File: src/rtl/pnch_pkg.sv
// ----------------------------------------------------------------------------
// Player number claim handshake package
// Transaction types and fixed codes shared by the claim handshake modules.
// ----------------------------------------------------------------------------
package pnch_pkg;

  // Configuration port geometry.
  localparam int CFG_INDEX_W = 2;
  localparam int CFG_DATA_W  = 16;

  // Configuration register indexes.
  localparam logic [CFG_INDEX_W-1:0] CFG_PRESCAN   = 2'd0;
  localparam logic [CFG_INDEX_W-1:0] CFG_HANDSHAKE = 2'd1;
  localparam logic [CFG_INDEX_W-1:0] CFG_KEEPALIVE = 2'd2;

  // Event kinds on the input channel.
  localparam logic [2:0] MODE_TICK   = 3'd0;
  localparam logic [2:0] MODE_START  = 3'd1;
  localparam logic [2:0] MODE_STOP   = 3'd2;
  localparam logic [2:0] MODE_NOTE   = 3'd3;
  localparam logic [2:0] MODE_PACKET = 3'd4;

  // Result kinds on the output channel.
  localparam logic [2:0] KIND_STATE     = 3'd0;
  localparam logic [2:0] KIND_STAGE     = 3'd1;
  localparam logic [2:0] KIND_KEEPALIVE = 3'd2;
  localparam logic [2:0] KIND_REPLY     = 3'd3;
  localparam logic [2:0] KIND_VERDICT   = 3'd4;

  // Failure reasons.
  localparam logic [1:0] FAIL_NONE      = 2'd0;
  localparam logic [1:0] FAIL_NO_ADDR   = 2'd1;
  localparam logic [1:0] FAIL_PRESCAN   = 2'd2;
  localparam logic [1:0] FAIL_BACKOFF   = 2'd3;

  // Most results one event can produce.
  localparam int MAX_RESULTS = 3;

  // Input transaction.
  typedef struct packed {
    logic [2:0] mode;
    logic       interface_ok;
    logic [7:0] peers_present;
    logic       packet_valid;
    logic       is_conflict;
    logic       from_self;
    logic [7:0] number;
  } in_t;

  // Output transaction.
  typedef struct packed {
    logic [2:0] kind;
    logic [2:0] state_code;
    logic [2:0] device_number;
    logic [1:0] iteration;
    logic       first_on_network;
    logic [7:0] peer_count;
    logic [1:0] fail_reason;
    logic       handled;
    logic       last;
  } out_t;

endpackage

File: src/rtl/player_number_claim_handshake.sv
// ----------------------------------------------------------------------------
// Player number claim handshake
// Claims a player number on a shared network through a timed handshake and
// defends it once active.
// ----------------------------------------------------------------------------
//
//   channel   handshake            payload
//   input     in_valid / in_stall  in_item  (event)
//   output    out_valid/out_stall  out_item (result)
//   config    cfg_we               cfg_index, cfg_data
//
// One event is processed in the cycle it is accepted; its results (up to
// three) are registered and leave one per cycle. A new event is taken as
// soon as the last pending result is leaving, so events that give at most
// one result flow at one per cycle. Reset is synchronous and restores the
// idle state and the default intervals. A stalled output holds the input.
// ----------------------------------------------------------------------------
module player_number_claim_handshake
  import pnch_pkg::*;
#(
  parameter int NUM_PLAYERS = 4,
  parameter int TIMER_BITS  = 16
) (
  input  logic clk,
  input  logic rst,
  input  logic in_valid,
  output logic in_stall,
  input  in_t  in_item,
  output logic out_valid,
  input  logic out_stall,
  output out_t out_item,
  input  logic cfg_we,
  input  logic [CFG_INDEX_W-1:0] cfg_index,
  input  logic [CFG_DATA_W-1:0]  cfg_data
);

  typedef enum logic [2:0] {
    ST_IDLE    = 3'd0,
    ST_PRESCAN = 3'd1,
    ST_HELLO   = 3'd2,
    ST_MAC     = 3'd3,
    ST_IP      = 3'd4,
    ST_NUMBER  = 3'd5,
    ST_ACTIVE  = 3'd6,
    ST_FAILED  = 3'd7
  } state_t;

  localparam logic [31:0] TIMER_MAX = 32'((64'd1 << TIMER_BITS) - 64'd1);
  localparam logic [NUM_PLAYERS-1:0] ALL_NUMBERS = '1;

  typedef logic [NUM_PLAYERS-1:0] map_t;
  typedef logic [TIMER_BITS-1:0]  timer_t;

  // Clamp an interval into the timer width.
  function automatic timer_t timer_load(input logic [CFG_DATA_W-1:0] v);
    logic [31:0] w;
    w = 32'(v);
    if (w > TIMER_MAX) begin
      return TIMER_MAX[TIMER_BITS-1:0];
    end
    return w[TIMER_BITS-1:0];
  endfunction

  // Map bit of a player number; zero when out of range.
  function automatic map_t number_bit(input logic [7:0] n);
    map_t b;
    b = '0;
    for (int i = 0; i < NUM_PLAYERS; i++) begin
      if (n == 8'(i + 1)) begin
        b[i] = 1'b1;
      end
    end
    return b;
  endfunction

  // Highest number set in a map; zero when empty.
  function automatic logic [2:0] highest(input map_t m);
    logic [2:0] r;
    r = 3'd0;
    for (int i = 0; i < NUM_PLAYERS; i++) begin
      if (m[i]) begin
        r = 3'(i + 1);
      end
    end
    return r;
  endfunction

  // Configuration registers.
  logic [CFG_DATA_W-1:0] prescan_ticks;
  logic [CFG_DATA_W-1:0] handshake_ticks;
  logic [CFG_DATA_W-1:0] keepalive_ticks;

  // Machine state.
  state_t     state, state_next;
  logic [2:0] held, held_next;
  map_t       in_use, in_use_next;
  map_t       cand, cand_next;
  logic [2:0] stage, stage_next;
  logic [1:0] rep, rep_next;
  logic       alone, alone_next;
  logic [7:0] peers, peers_next;
  timer_t     st_timer, st_timer_next;
  logic       st_armed, st_armed_next;
  timer_t     ka_timer, ka_timer_next;
  logic       ka_run, ka_run_next;

  // Event results.
  out_t       res [MAX_RESULTS];
  logic [1:0] n;
  out_t       load_items [MAX_RESULTS];
  logic       q_ready;
  logic       in_accept;

  logic       do_finish;
  logic       do_backoff;
  logic       do_advance;
  logic       is_packet;
  logic       handled;
  logic [7:0] contested;
  map_t       avail;
  logic [1:0] stage_len;

  assign in_stall  = !q_ready;
  assign in_accept = in_valid && q_ready;

  // Event processing: one pass from the current state to the next.
  always_comb begin
    state_next    = state;
    held_next     = held;
    in_use_next   = in_use;
    cand_next     = cand;
    stage_next    = stage;
    rep_next      = rep;
    alone_next    = alone;
    peers_next    = peers;
    st_timer_next = st_timer;
    st_armed_next = st_armed;
    ka_timer_next = ka_timer;
    ka_run_next   = ka_run;
    res           = '{default: '0};
    n             = 2'd0;
    do_finish     = 1'b0;
    do_backoff    = 1'b0;
    do_advance    = 1'b0;
    is_packet     = 1'b0;
    handled       = 1'b0;
    contested     = in_item.number;
    avail         = '0;
    stage_len     = 2'd3;

    if (in_accept) begin
      case (in_item.mode)
        MODE_TICK: begin
          // Keep-alive timer runs first.
          if (ka_run) begin
            if (ka_timer <= timer_t'(1)) begin
              res[n] = '{KIND_KEEPALIVE, state_next, held_next, 2'd0, alone_next,
                         peers_next, FAIL_NONE, 1'b0, 1'b0};
              n = n + 2'd1;
              ka_timer_next = timer_load(keepalive_ticks);
            end else begin
              ka_timer_next = ka_timer - timer_t'(1);
            end
          end
          if (st_armed) begin
            if (st_timer <= timer_t'(1)) begin
              st_armed_next = 1'b0;
              st_timer_next = '0;
              if (state == ST_PRESCAN) begin
                do_finish = 1'b1;
              end else begin
                do_advance = 1'b1;
              end
            end else begin
              st_timer_next = st_timer - timer_t'(1);
            end
          end
        end
        MODE_START: begin
          if (state == ST_IDLE || state == ST_FAILED) begin
            if (!in_item.interface_ok) begin
              state_next = ST_FAILED;
              res[n] = '{KIND_STATE, state_next, held_next, 2'd0, alone_next,
                         peers_next, FAIL_NO_ADDR, 1'b0, 1'b0};
              n = n + 2'd1;
            end else begin
              alone_next    = (in_item.peers_present == 8'd0);
              peers_next    = (in_item.peers_present == 8'hFF) ? 8'hFF
                                                               : in_item.peers_present + 8'd1;
              cand_next     = ALL_NUMBERS;
              stage_next    = 3'd0;
              rep_next      = 2'd0;
              state_next    = ST_PRESCAN;
              res[n] = '{KIND_STATE, state_next, held_next, 2'd0, alone_next,
                         peers_next, FAIL_NONE, 1'b0, 1'b0};
              n = n + 2'd1;
              st_timer_next = timer_load(prescan_ticks);
              st_armed_next = 1'b1;
            end
          end
        end
        MODE_STOP: begin
          st_armed_next = 1'b0;
          ka_run_next   = 1'b0;
          held_next     = 3'd0;
          state_next    = ST_IDLE;
          res[n] = '{KIND_STATE, state_next, held_next, 2'd0, alone_next,
                     peers_next, FAIL_NONE, 1'b0, 1'b0};
          n = n + 2'd1;
        end
        MODE_NOTE: begin
          in_use_next = in_use | number_bit(in_item.number);
        end
        MODE_PACKET: begin
          is_packet = 1'b1;
          if (in_item.packet_valid && !in_item.from_self) begin
            if (in_item.is_conflict) begin
              // A conflict on our number before we are active makes us move.
              if (in_item.number == 8'(held) && state != ST_ACTIVE) begin
                do_backoff = 1'b1;
                handled    = 1'b1;
              end
            end else if (in_item.number == 8'(held) && held != 3'd0) begin
              // Another claim on our number: defend it or move.
              handled = 1'b1;
              if (state == ST_ACTIVE) begin
                res[n] = '{KIND_REPLY, state_next, held_next, 2'd0, alone_next,
                           peers_next, FAIL_NONE, 1'b0, 1'b0};
                n = n + 2'd1;
              end else begin
                do_backoff = 1'b1;
              end
            end
          end
        end
        default: begin
        end
      endcase
    end

    // End of prescan: take the highest free number.
    if (do_finish) begin
      avail = cand_next & ~in_use_next;
      if (avail == '0) begin
        st_armed_next = 1'b0;
        state_next    = ST_FAILED;
        res[n] = '{KIND_STATE, state_next, held_next, 2'd0, alone_next,
                   peers_next, FAIL_PRESCAN, 1'b0, 1'b0};
        n = n + 2'd1;
      end else begin
        held_next  = highest(avail);
        cand_next  = avail & ~number_bit(8'(held_next));
        stage_next = 3'd0;
        rep_next   = 2'd0;
        do_advance = 1'b1;
      end
    end

    // Back-off: mark the contested number and retry from the MAC claim.
    if (do_backoff) begin
      in_use_next   = in_use_next | number_bit(contested);
      st_armed_next = 1'b0;
      cand_next     = cand_next & ~in_use_next;
      if (cand_next == '0) begin
        held_next  = 3'd0;
        state_next = ST_FAILED;
        res[n] = '{KIND_STATE, state_next, held_next, 2'd0, alone_next,
                   peers_next, FAIL_BACKOFF, 1'b0, 1'b0};
        n = n + 2'd1;
      end else begin
        held_next  = highest(cand_next);
        cand_next  = cand_next & ~number_bit(8'(held_next));
        stage_next = 3'd1;
        rep_next   = 2'd0;
        state_next = ST_MAC;
        res[n] = '{KIND_STATE, state_next, held_next, 2'd0, alone_next,
                   peers_next, FAIL_NONE, 1'b0, 1'b0};
        n = n + 2'd1;
        do_advance = 1'b1;
      end
    end

    // Handshake step: send the next stage packet or go active.
    if (do_advance) begin
      if (stage_next >= 3'd4) begin
        st_armed_next = 1'b0;
        state_next    = ST_ACTIVE;
        res[n] = '{KIND_STATE, state_next, held_next, 2'd0, alone_next,
                   peers_next, FAIL_NONE, 1'b0, 1'b0};
        n = n + 2'd1;
        res[n] = '{KIND_KEEPALIVE, state_next, held_next, 2'd0, alone_next,
                   peers_next, FAIL_NONE, 1'b0, 1'b0};
        n = n + 2'd1;
        ka_timer_next = timer_load(keepalive_ticks);
        ka_run_next   = 1'b1;
      end else begin
        stage_len  = (stage_next == 3'd3) ? (alone_next ? 2'd3 : 2'd1) : 2'd3;
        state_next = state_t'(ST_HELLO + stage_next);
        rep_next   = rep_next + 2'd1;
        res[n] = '{KIND_STAGE, state_next, held_next, rep_next, alone_next,
                   peers_next, FAIL_NONE, 1'b0, 1'b0};
        n = n + 2'd1;
        if (rep_next >= stage_len) begin
          stage_next = stage_next + 3'd1;
          rep_next   = 2'd0;
        end
        st_timer_next = timer_load(handshake_ticks);
        st_armed_next = 1'b1;
      end
    end

    // Every packet ends with its verdict.
    if (is_packet) begin
      res[n] = '{KIND_VERDICT, state_next, held_next, 2'd0, alone_next,
                 peers_next, FAIL_NONE, handled, 1'b0};
      n = n + 2'd1;
    end

    // Flag the final result of the event.
    if (n != 2'd0) begin
      res[n - 2'd1].last = 1'b1;
    end
  end

  assign load_items[0] = res[0];
  assign load_items[1] = res[1];
  assign load_items[2] = res[2];

  // Configuration writes.
  always_ff @(posedge clk) begin
    if (rst) begin
      prescan_ticks   <= 16'd1000;
      handshake_ticks <= 16'd300;
      keepalive_ticks <= 16'd1500;
    end else if (cfg_we) begin
      case (cfg_index)
        CFG_PRESCAN:   prescan_ticks   <= cfg_data;
        CFG_HANDSHAKE: handshake_ticks <= cfg_data;
        CFG_KEEPALIVE: keepalive_ticks <= cfg_data;
        default: begin
        end
      endcase
    end
  end

  // Machine state registers.
  always_ff @(posedge clk) begin
    if (rst) begin
      state    <= ST_IDLE;
      held     <= 3'd0;
      in_use   <= '0;
      cand     <= '0;
      stage    <= 3'd0;
      rep      <= 2'd0;
      alone    <= 1'b0;
      peers    <= 8'd0;
      st_timer <= '0;
      st_armed <= 1'b0;
      ka_timer <= '0;
      ka_run   <= 1'b0;
    end else begin
      state    <= state_next;
      held     <= held_next;
      in_use   <= in_use_next;
      cand     <= cand_next;
      stage    <= stage_next;
      rep      <= rep_next;
      alone    <= alone_next;
      peers    <= peers_next;
      st_timer <= st_timer_next;
      st_armed <= st_armed_next;
      ka_timer <= ka_timer_next;
      ka_run   <= ka_run_next;
    end
  end

  // Results of the accepted event wait here for the output side.
  pnch_result_queue u_queue (
    .clk        (clk),
    .rst        (rst),
    .load       (in_accept),
    .load_count (n),
    .load_items (load_items),
    .ready      (q_ready),
    .out_valid  (out_valid),
    .out_stall  (out_stall),
    .out_item   (out_item)
  );

endmodule

File: src/rtl/pnch_result_queue.sv
// ----------------------------------------------------------------------------
// Result queue
// Holds the results of one event and hands them out one per transaction.
// ----------------------------------------------------------------------------
module pnch_result_queue
  import pnch_pkg::*;
(
  input  logic clk,
  input  logic rst,
  input  logic load,
  input  logic [1:0] load_count,
  input  out_t load_items [MAX_RESULTS],
  output logic ready,
  output logic out_valid,
  input  logic out_stall,
  output out_t out_item
);

  out_t       q [MAX_RESULTS];
  logic [1:0] cnt;
  logic       pop;

  assign pop       = out_valid && !out_stall;
  assign out_valid = (cnt != 2'd0);
  assign out_item  = q[0];

  // A new event may load once the queue is empty or its last entry leaves now.
  assign ready = (cnt == 2'd0) || ((cnt == 2'd1) && pop);

  // Fill count.
  always_ff @(posedge clk) begin
    if (rst) begin
      cnt <= 2'd0;
    end else if (load) begin
      cnt <= load_count;
    end else if (pop) begin
      cnt <= cnt - 2'd1;
    end
  end

  // Entries shift toward the head as results are taken.
  always_ff @(posedge clk) begin
    if (load) begin
      q <= load_items;
    end else if (pop) begin
      q[0] <= q[1];
      q[1] <= q[2];
    end
  end

endmodule

File: config.mk
export PLATFORM = sky130hd
export DESIGN_NAME = player_number_claim_handshake
export DESIGN_NICKNAME = d
export VERILOG_FILES = /design/src/rtl/pnch_pkg.sv /design/src/rtl/player_number_claim_handshake.sv /design/src/rtl/pnch_result_queue.sv
export SDC_FILE = /design/constraint.sdc
export NUM_CORES = 1
export LEC_CHECK = 0
export ABC_AREA = 0
export BUFFER_PORTS_ARGS = -buffer_cell sky130_fd_sc_hd__buf_2
export CAP_MARGIN = 25
export CORE_ASPECT_RATIO = 0.8
export CORE_UTILIZATION = 50
export CTS_BUF_LIST = sky130_fd_sc_hd__clkbuf_16
export DETAILED_ROUTE_END_ITERATION = 10
export PLACE_DENSITY = 0.72
export SLEW_MARGIN = 10
export SYNTH_ARGS = -nofsm -noshare
export SYNTH_HDL_FRONTEND = slang
export SYNTH_SLANG_ARGS = --single-unit
export TNS_END_PERCENT = 20
File: constraint.sdc
create_clock -name clk -period 5.9 [get_ports clk]
set_clock_uncertainty 0.05 [all_clocks]
set_input_delay 0.59 -clock clk [delete_from_list [all_inputs] [get_ports clk]]
set_output_delay 0.59 -clock clk [all_outputs]
set_load 0.03 [all_outputs]
==> results.py <==
metrics = {
    "critical_path": {
        "reg2reg_slack_ns": 0.64,
        "cp_slowest_cell": "or4b_2",
        "path_class": "primary input to flip-flop",
        "crit_top_cell": "ha_1",
        "crit_path_max_fanout": 8,
        "end_kind": "flip-flop",
        "crit_chain": "buf_2 -> or4_1 -> or4b_2 -> nor3b_2 -> a221oi_1 -> a21oi_2 -> ha_1 -> nand2_1 -> o21ai_0 -> ha_1 -> o21ai_0 -> inv_1 -> ha_1 -> o221a_2 -> ha_1 -> and3_1 -> buf_4 -> nor4_2 -> o21ai_0",
        "required_ns": 6.04,
        "cp.arrival_ns": 5.50,
        "critPathBufInv": 3,
        "max_stage_delay_ns": 0.69,
        "start_kind": "primary input",
        "rr_startpoint": "ka_timer[0]",
        "r2r_end": "u_queue.out_item[10]",
        "r2r.worst_path.cells": 19,
        "cp_top_family": "simple AND/OR/NAND/NOR gates",
    },
    "clock_tree": {
        "htreeDepth": 4,
        "cts_buffers": 17,
        "cts_tree": "built",
        "clock_latency_ns": 0.45,
        "cts_setup_buffers": 0,
        "ctsHoldBuffers": 0,
        "ctsResizeCount": 0,
        "clk_pin_slew_ns": 0.08,
        "clockBufferDepth": 2,
        "root_buffer": "clkbuf_16",
        "clock-sinks": 183,
    },
    "timing": {
        "finalSetupTns_ns": 0,
        "period_needed_ns": 5.36,
        "holdWs_ns": 0.325,
        "max_slew_margin_pct": 37.8,
        "worst_pin_slew_ns": 0.934,
        "worst_slack_ns": 0.536,
        "finalCritPeriodShare_pct": 90.9,
        "setup_viol": 0,
        "drv_slew": 0,
        "fmax_ghz": 0.186,
        "rsz0062_at_grt": "no",
        "hold_viol_final": 0,
    },
    "synth": {
        "synth_seq_cells": 183,
        "synthSimpleGateAreaFrac_pct": 27.7,
        "synth_compound_area_share_pct": 20.2,
        "synth_area_sq_um": 10600,
        "syn_inst": 1314,
        "syn_avg_cell_area_sq_um": 8.07,
        "yosys_most_used_dff": "dfxtp_1",
        "synth-xor-area-share_pct": 1.32,
        "synth_top_family_by_area": "simple AND/OR/NAND/NOR gates",
        "syn_nets": 1385,
        "synth-seq-area-share_pct": 41.2,
        "synth_fa_ha_area_share_pct": 2.95,
        "async_flop_share_pct": 0,
        "synth_edf_count": 71,
        "synthMuxAreaShare_pct": 1.55,
        "ys_types": 77,
        "yosysWarnings": 0,
    },
    "floorplan": {
        "ioPinCount": 72,
        "core_area_sq_um": 20800,
        "start_util_pct": 51.1,
        "dieWidth_um": 165,
        "dieArea_sq_um": 21800,
        "fp.dieH_um": 132,
        "row_count": 47,
    },
    "layout": {
        "synthToLayoutAreaGrowth_pct": 12.3,
        "final_common_cell": "nand2_1",
        "layout_common_cells": "nand2_1, nor2_1, a21oi_1",
        "final_area_sq_um": 11900,
        "drive_gt1_share_pct": 14.0,
        "nets": 1436,
    },
    "worst_hold_path": {
        "min_delay_path_depth": 2,
        "hold_start": "rst",
        "holdPathEnd": "cand[0]",
        "hp-class": "primary input to flip-flop",
    },
    "run": {
        "drv_cap": 0,
    },
    "route": {
        "dr.pass1.iters": 5,
        "drt-total-wl_um": 31600,
        "ant_nets": 0,
        "drc": 0,
        "drtIter0Drc": 1240,
        "wl_per_cell_um": 19.2,
        "via_count": 10200,
        "avgViaCountPerCell": 6.17,
    },
    "global_routing": {
        "grt_pass1_wl_um": 50100,
        "grt_usage_pct": 29.7,
        "grt-ovfl-total": 0,
        "antenna_found_initial": 1,
        "first_global_vias": 9323,
        "grt_max_degree": 105,
    },
    "placed_design": {
        "place_area_sq_um": 11300,
        "place.gp.congestion": 1.02,
        "dp_hpwl_um": 22800,
        "place_ws_ns": 0.112,
        "portBuffers": 71,
    },
    "power_and_ir_drop": {
        "power.density_nw_per_um2": 257,
        "total_power_mw": 3.06,
        "leakage_nw": 4.56,
        "vdd_drop_max_mv": 0.170,
    },
    "status": {
        "outcome": "finished, final reports clean",
    },
}
metrics by stage:
step,instances,util [%]
final,1648,57.4
after global routing,1648,57.4
after CTS,1646,57.2
after detailed placement,1614,54.3
after global placement,1614,54.3
after floorplan,1314,-
flip-flops by register name, indices dropped and copies added, names as in the netlist, 8 cells and up:
register,flops
handshake_ticks,16
ka_timer,16
keepalive_ticks,16
peers,8
prescan_ticks,16
st_timer,16
u_queue.out_item,24
u_queue.q,47
kinds of logic after synthesis:
group,Yosys count
xor gates and xnor gates,16
DFF,183
adders and majority gates,25
and+or+nand+nor,607
muxes,16
AOI/OAI and AO/OA,350
buffers and inverters,117
layout make-up:
| type | instances | area (sq um) |
|---|---|---|
| fillers | 1935 | 8850 |
| clock buffers | 17 | 425 |
| inverters | 26 | 97.6 |
| clock inverters | 15 | 179 |
| well taps | 269 | 337 |
| multi-input cells | 1014 | 5730 |
| diodes | 1 | 2.50 |
| flip-flops and latches | 183 | 4370 |
| repair buffers | 123 | 768 |
metal layers:
layer	track usage [%]	wire, um	vias to the layer above
li1	-	-	4818
met1	43.8	14300	4786
met2	43.2	13500	512
met3	5.54	3040	57
met4	10.1	722	0
met5	0	0	-
worst register-to-register path: cells and delay by family (launching register included):
| kind | cells | cell delay, ns |
|---|---|---|
| AO/OA/AOI/OAI | 7 | 1.91 |
| adder cells (fa/ha/maj) | 5 | 1.41 |
| AND/OR/NAND/NOR | 4 | 0.84 |
| buffers and inverters | 3 | 0.41 |
| flip-flops | 1 | 0.38 |
where the power goes:
part | switching (mW) | total [mW] | internal, mW
Clock | 0.573 | 1.18 | 0.607
Combinational | 0.294 | 0.428 | 0.134
Sequential | 0.0326 | 1.45 | 1.42
Total | 0.900 | 3.06 | 2.16
cell usage after synthesis, drive strengths merged (9+ instances only):
cell	number	area, sq um
or3	18	113
nand2	232	871
buf	31	219
nand3b	24	180
inv	26	97.6
edfxtp	71	2130
nor2b	14	87.6
a22o	9	78.8
and3	9	56.3
o211ai	10	80.1
a22oi	11	82.6
clkbuf	60	225
nor3b	10	90.1
a31oi	16	100
a211oi	12	90.1
xnor2	9	78.8
o21a	9	67.6
nand2b	10	62.6
mux2i	16	164
nand3	34	170
o22ai	15	93.8
or4	13	101
dfxtp	112	2240
nor4	20	165
ha	25	313
nor2	148	571
o21ai	93	465
nor3	41	210
a21oi	125	637
how the worst max path moves through the flow:
stage / from / end / slack (ns) / depth (start not counted)
finish: in_item[3] / u_queue.out_item[10] / 0.54 / 19
global route: in_item[3] / u_queue.out_item[8] / 0.21 / 19
global placement: in_item[3] / u_queue.out_item[4] / 0.21 / 19
detailed placement: in_item[3] / u_queue.out_item[10] / 0.11 / 19
CTS: in_item[3] / u_queue.out_item[10] / 0.59 / 19
floorplan: in_item[3] / u_queue.out_item[11] / 0.11 / 20
(Power assumes the default switching activity.)
